<file path="src/hw/rtl/vps_pkg.sv">
// ----------------------------------------------------------------------------
// vps_pkg
// Shared types and constants of the vector proximal shrink unit.
// ----------------------------------------------------------------------------
package vps_pkg;

  localparam int NUM_LANES  = 8;
  localparam int GROUP_SIZE = 8;
  localparam int FRAC_BITS  = 8;
  localparam int ELEM_W     = 16;

  // squares, sums and root
  localparam int SQ_W       = 31;
  localparam int PAIR_W     = SQ_W + 1;
  localparam int SUM_W      = 34;
  localparam int ROOT_W     = SUM_W / 2;
  localparam int REM_W      = ROOT_W + 2;

  // scale factor num/den and the lane divider
  localparam int NUM_W      = ROOT_W;
  localparam int PROD_W     = ELEM_W + NUM_W;
  localparam int QUO_W      = ELEM_W;

  // pipeline depths
  localparam int NORM_LAT   = 3 + ROOT_W;
  localparam int LANE_LAT   = 2 + QUO_W;

  // configuration port
  localparam int CFG_IDX_W  = 2;
  localparam int CFG_DATA_W = 16;
  localparam logic [CFG_IDX_W-1:0] REG_MODE   = 2'd0;
  localparam logic [CFG_IDX_W-1:0] REG_THRESH = 2'd1;
  localparam logic [CFG_IDX_W-1:0] REG_RIDGE  = 2'd2;

  typedef enum logic [1:0] {
    MODE_SOFT    = 2'd0,
    MODE_GROUP   = 2'd1,
    MODE_RIDGE   = 2'd2,
    MODE_ELASTIC = 2'd3
  } mode_t;

  typedef struct packed {
    logic [NUM_LANES-1:0][ELEM_W-1:0] elem;
    logic                             pass_through;
  } vec_t;

  typedef struct packed {
    logic             thr_en;
    logic [NUM_W-1:0] num;
    logic [NUM_W-1:0] den;
  } lane_ctrl_t;

endpackage

</file>
<file path="src/hw/rtl/vps_lane.sv">
// ----------------------------------------------------------------------------
// vps_lane
// One element lane: optional soft threshold, then sign * floor(|v|*num/den)
// through a restoring divider, one quotient bit per stage.
// ----------------------------------------------------------------------------
module vps_lane
  import vps_pkg::*;
(
  input  logic              clk,
  input  logic              en,
  input  logic [ELEM_W-1:0] x,
  input  lane_ctrl_t        ctrl,
  input  logic [ELEM_W-1:0] thresh,
  output logic [ELEM_W-1:0] res
);

  logic signed [ELEM_W+1:0] xs;
  logic signed [ELEM_W+1:0] ts;
  logic signed [ELEM_W+1:0] v;
  logic signed [ELEM_W+1:0] mag_full;

  logic              s1_neg;
  logic [ELEM_W-1:0] s1_mag;
  logic [NUM_W-1:0]  s1_num;
  logic [NUM_W-1:0]  s1_den;

  logic              s2_neg;
  logic [PROD_W-1:0] s2_prod;
  logic [NUM_W-1:0]  s2_den;

  logic [QUO_W-1:0]             d_neg;
  logic [QUO_W-1:0][NUM_W-1:0]  d_den;
  logic [QUO_W-1:0][NUM_W-1:0]  d_rem;
  logic [QUO_W-1:0][QUO_W-1:0]  d_low;
  logic [QUO_W-1:0][QUO_W-1:0]  d_q;

  // soft threshold and magnitude
  always_comb begin
    xs = (ELEM_W+2)'($signed(x));
    ts = $signed({2'b00, thresh});
    v  = xs;
    if (ctrl.thr_en) begin
      if (xs > ts) begin
        v = xs - ts;
      end else if (xs < -ts) begin
        v = xs + ts;
      end else begin
        v = '0;
      end
    end
    mag_full = v[ELEM_W+1] ? -v : v;
  end

  // operand and product stages
  always_ff @(posedge clk) begin
    if (en) begin
      s1_neg  <= v[ELEM_W+1];
      s1_mag  <= mag_full[ELEM_W-1:0];
      s1_num  <= ctrl.num;
      s1_den  <= ctrl.den;
      s2_neg  <= s1_neg;
      s2_prod <= PROD_W'(s1_mag) * PROD_W'(s1_num);
      s2_den  <= s1_den;
    end
  end

  // restoring divider
  for (genvar k = 0; k < QUO_W; k++) begin : g_div
    logic              p_neg;
    logic [NUM_W-1:0]  p_den;
    logic [NUM_W-1:0]  p_rem;
    logic [QUO_W-1:0]  p_low;
    logic [QUO_W-1:0]  p_q;
    logic [NUM_W:0]    sh;
    logic              ge;

    if (k == 0) begin : g_first
      assign p_neg = s2_neg;
      assign p_den = s2_den;
      assign p_rem = s2_prod[PROD_W-1:QUO_W];
      assign p_low = s2_prod[QUO_W-1:0];
      assign p_q   = '0;
    end else begin : g_next
      assign p_neg = d_neg[k-1];
      assign p_den = d_den[k-1];
      assign p_rem = d_rem[k-1];
      assign p_low = d_low[k-1];
      assign p_q   = d_q[k-1];
    end

    assign sh = {p_rem, p_low[QUO_W-1]};
    assign ge = sh >= {1'b0, p_den};

    always_ff @(posedge clk) begin
      if (en) begin
        d_neg[k] <= p_neg;
        d_den[k] <= p_den;
        d_rem[k] <= ge ? NUM_W'(sh - {1'b0, p_den}) : sh[NUM_W-1:0];
        d_low[k] <= {p_low[QUO_W-2:0], 1'b0};
        d_q[k]   <= {p_q[QUO_W-2:0], ge};
      end
    end
  end

  // restore sign
  assign res = d_neg[QUO_W-1] ? ELEM_W'(-d_q[QUO_W-1]) : d_q[QUO_W-1];

endmodule

</file>
<file path="config.mk">
export PLATFORM = sky130hd
export DESIGN_NAME = vps_lane
export DESIGN_NICKNAME = d
export VERILOG_FILES = /design/src/hw/rtl/vps_pkg.sv /design/src/hw/rtl/vps_lane.sv
export SDC_FILE = /design/constraint.sdc
export NUM_CORES = 2
export LEC_CHECK = 0
export BUFFER_PORTS_ARGS = -buffer_cell sky130_fd_sc_hd__buf_2
export CORE_MARGIN = 3
export CORE_UTILIZATION = 50
export DETAILED_ROUTE_END_ITERATION = 10
export PLACE_DENSITY = 0.68
export SYNTH_ARGS = -nofsm -noshare
export SYNTH_HDL_FRONTEND = slang
export SYNTH_SLANG_ARGS = --single-unit
</file>
<file path="constraint.sdc">
create_clock -name clk -period 6.75 [get_ports clk]
set_clock_uncertainty 0.05 [all_clocks]
set_input_delay 1.0125 -clock clk [delete_from_list [all_inputs] [get_ports clk]]
set_output_delay 1.0125 -clock clk [all_outputs]
set_load 0.005 [all_outputs]
</file>
Word level (Yosys, flattened, before mapping) --
Cells that the tools add are included.
Word-level totals: bits in registers 884, input bits 69, output and inout bits 16
Operators by class: add/sub/neg operators 20, $mul 1, $lt $le $gt $ge 18, multiplexer cells 20
Operators by type and width (count):
- 18-bit by 17-bit >= comparator with 1-bit output | 16
- 17-bit two-way mux | 15
- 17-bit subtractor | 15
- 18-bit two-way mux | 3
- 16-bit by 17-bit multiplier with 33-bit output | 1
- 16-bit two-way mux | 2
- 16-bit negator | 2
- 16-bit by 17-bit adder with 18-bit output | 1
- 16-bit by 18-bit < comparator with 1-bit output | 1
- 16-bit negator with 18-bit output | 1
- 16-bit by 17-bit subtractor with 18-bit output | 1
- 16-bit by 17-bit greater-than comparator with 1-bit output | 1

Logic depth before layout (Yosys ltp) --
word-level depth 7, gate-level depth with buffers 26, depth with buffers taken out 24

Worst setup path after synthesis --
Ideal clock, no wire load.
kind register to register, start register s1_mag[8], end register s2_prod[31], data pin, data arrival time 6.583 ns, data required time 6.438 ns, slack -0.144 ns, stages on the path, launching flop included 27, clock period less this slack 6.894 ns, cell sequence edfxtp_1 clkbuf_1 clkbuf_1 nand2_1 fa_1 inv_1 fa_1 inv_1 fa_1 inv_1 fa_1 fa_1 inv_1 fa_1 inv_1 ha_1 and3_1 clkbuf_1 and3_1 a21o_1 a41o_1 o211a_1 o31a_1 and4_1 a311oi_2 o21ai_1 xor2_1
On the way: longest elaborated chain between the ends 1
Ends and longest elaborated chain:
- from (decl) | line vps_lane.sv:23 | logic [ELEM_W-1:0] s1_mag;
- from (signal assigned) | line vps_lane.sv:58 | s1_mag <= mag_full[ELEM_W-1:0];
- 16-bit by 17-bit multiplier with 33-bit output | line vps_lane.sv:62 | s2_prod <= PROD_W'(s1_mag) * PROD_W'(s1_num);
- to (signal assigned) | line vps_lane.sv:62
- to (decl) | line vps_lane.sv:28 | logic [PROD_W-1:0] s2_prod;
No other way between the ends. A chain may end at the register's enable or synchronous reset.

Worst setup path in the final report --
start register s1_mag[6], end register s2_prod[31], data pin
The elaborated chain is that of the path after synthesis.

==> flow_summary.toml <==
[sta]
period_share_pct = 99.4
layout_setup_ws_ns = 0.0401
max_slew_margin_pct = 24.5
worst_pin_slew_ns = 1.13
period_minus_slack_ns = 6.71
rsz0062_at_grt = "yes"
fin_setup_tns_ns = 0
fin_hold_ws_ns = 0.319
hold_viol = 0
setup-violations-final = 0
max_freq_ghz = 0.149
drv_slew = 0

[detailed_routing]
drt_iter0_markers = 2123
drt-total-wl_um = 105000
viasPerCell = 5.36
dr.pass1.iters = 5
drt.antenna.violating_nets = 0
wire_per_inst_um = 17.1
vias = 33157
drcViolationCount = 0

[clock_tree]
clk_pin_slew_ns = 0.06
ctsHtreeMaxLevel = 3
cts_buffer_depth = 3
clk_latency_ns = 0.70
cts_tree = "yes"
ctsHoldBuffers = 0
cts_buffers = 95
cts.sinks = 884
clockRootBuffer = "clkbuf_16"

[worst_setup_path]
required_ns = 7.11
r2r_slack_ns = 0.04
critPathArrivalTime_ns = 7.07
cpPeakStageDelay_ns = 0.57
end_kind = "flip-flop"
critPathSlowestCell = "fa_2"
path_delay_family = "adder cells"
cp_max_fo = 3
rr_endpoint = "s2_prod[31]"
worst-path-buf-inv = 7
critPathLaunchType = "flip-flop"
r2r-start = "s1_mag[6]"
critPathKind = "reg2reg"
crit_top_cell = "fa_1"
reg2regPathDepth = 25

[grt]
grtUsageTotal_pct = 19.0
grt_pass1_vias = 33692
grt_pass1_wl_um = 173000
grt_max_degree = 157
antenna_found_initial = 7
overflow = 0

[floorplanning]
die_area_um2 = 112000
die_w_um = 335
rows = 120
die_h_um = 335
num_io_pins = 85
start_util_pct = 50.5
core_area_um2 = 107000

[placed_design]
hpwl_um = 80200
post-place-ws_ns = -0.218
port_buffers = 84
gp_congestion = 0.880

[min_path]
hp-start = "g_div[5].p_q[2]"
worstHoldPathCells = 0
hold_end = "g_div[6].p_q[3]"
min_path_type = "reg2reg"

[cells_and_area]
drive_gt1_share_pct = 13.8
final_common_cell = "edfxtp_1"
area_growth_pct = 11.2
nets = 5424
nFillCells = 8954
mostFrequentLayoutCells = "edfxtp_1 (884), inv_1 (629), ha_1 (423), nand2_1 (279), mux2_2 (224)"
finalCoreUtilization_pct = 56.2

[synth]
yosys_register_bits = 884
synthDominantCellAreaShare_pct = 49.0
synth-main-ff-cell = "edfxtp_1"
yosys_warnings = 0
synth_area_per_cell_um2 = 12.0
synth_top_cell_by_area = "edfxtp_1"
synth_area_um2 = 54200
synth_edf_count = 884
netlist_instances = 4507
syn-num-nets = 5231
async_reset_ff_share_pct = 0
synthTopCellsByArea = "edfxtp_1 (49%), ha_1 (9.9%), fa_1 (8.3%), mux2_2 (4.7%), inv_1 (4.4%)"
yosysSeqAreaShare_pct = 49.0
ys_types = 84

[flow_run]
maxCapViolCount = 0

[outcome]
outcome = "finished clean"
how the worst max path moves through the flow:
stage / slack, ns / depth (start not counted) / from / to
after floorplan: 0.002 / 26 / s1_mag[7] / s2_prod[31]
after global placement: -0.21 / 25 / s1_mag[6] / s2_prod[32]
after detailed placement: -0.22 / 25 / s1_mag[6] / s2_prod[32]
after CTS: 0.003 / 25 / s1_mag[6] / s2_prod[32]
after global routing: -0.14 / 25 / s1_mag[6] / s2_prod[31]
final: 0.04 / 25 / s1_mag[6] / s2_prod[31]
through the flow:
stage,std cells,area (um^2)
after floorplan,4507,54200
after global placement,5988,56600
after detailed placement,5988,56600
after CTS,6169,59900
after global routing,6183,60200
final,6184,60200
synth_stat cells, types with 37 or more instances:
library cell  count
nor3_1          107
ha_1            430
o21ai_0         132
a21o_1           87
a21oi_1         207
nand2_1         279
edfxtp_1        884
or3_1            44
and2_1          133
clkbuf_1         44
nand2b_1         37
mux2_2          224
nor2_1          199
xor2_1           80
nand4_1          47
fa_1            225
o21a_1           53
xnor2_1         187
nor2b_1          49
inv_1           639
logic make-up (layout without fill, tap and decap cells):
kind of cell               Yosys count  after routing  share of synthesized area (%)
and+or+nand+nor                   1026           1026                           9.57
DFF                                884            884                           49.0
AOI/OAI and AO/OA                  694            694                           8.38
buffers and inverters              725            997                           5.22
muxes                              256            256                           5.25
xor gates and xnor gates           267            267                           4.32
other                                0              2                              0
adders and majority gates          655            655                           18.3
per-layer routing:
metal	vias to the layer above	global-route usage, %	routed length, um
li1	16301	-	-
met1	16076	24.0	44900
met2	562	33.5	53100
met3	208	2.83	3920
met4	10	6.31	3470
met5	-	0	51
area by class of cell:
| cell class | count | area [um^2] | area share [%] |
|---|---|---|---|
| flip-flops and latches | 884 | 26500 | 44.1 |
| multi-input cells | 2898 | 25000 | 41.5 |
| clock buffers | 110 | 2430 | 4.04 |
| inverters | 639 | 2400 | 3.98 |
| well taps | 1403 | 1760 | 2.91 |
| repair buffers | 182 | 1250 | 2.08 |
| clock inverters | 66 | 828 | 1.38 |
| diodes | 2 | 5.00 | 0.00831 |
sequential cells by signal, indices dropped and copies added (netlist names):
name,flops
s1_num,17
s2_prod,33
g_div.p_neg,16
s1_mag,16
d_q,16
g_div.p_rem,255
s1_den,17
g_div.p_q,120
s1_neg,1
g_div.p_low,120
d_neg,1
g_div.p_den,272
what timing repair did:
item | in CTS | in global routing
pin swaps | 16 | 52
gates resized for setup | 16 | 50
setup endpoints to repair | 5 | 6
setup buffers | 5 | 13
Power is left out: the tool's default activity adds up to more than one toggle a clock period on the data nets, which glitch-free logic cannot reach.
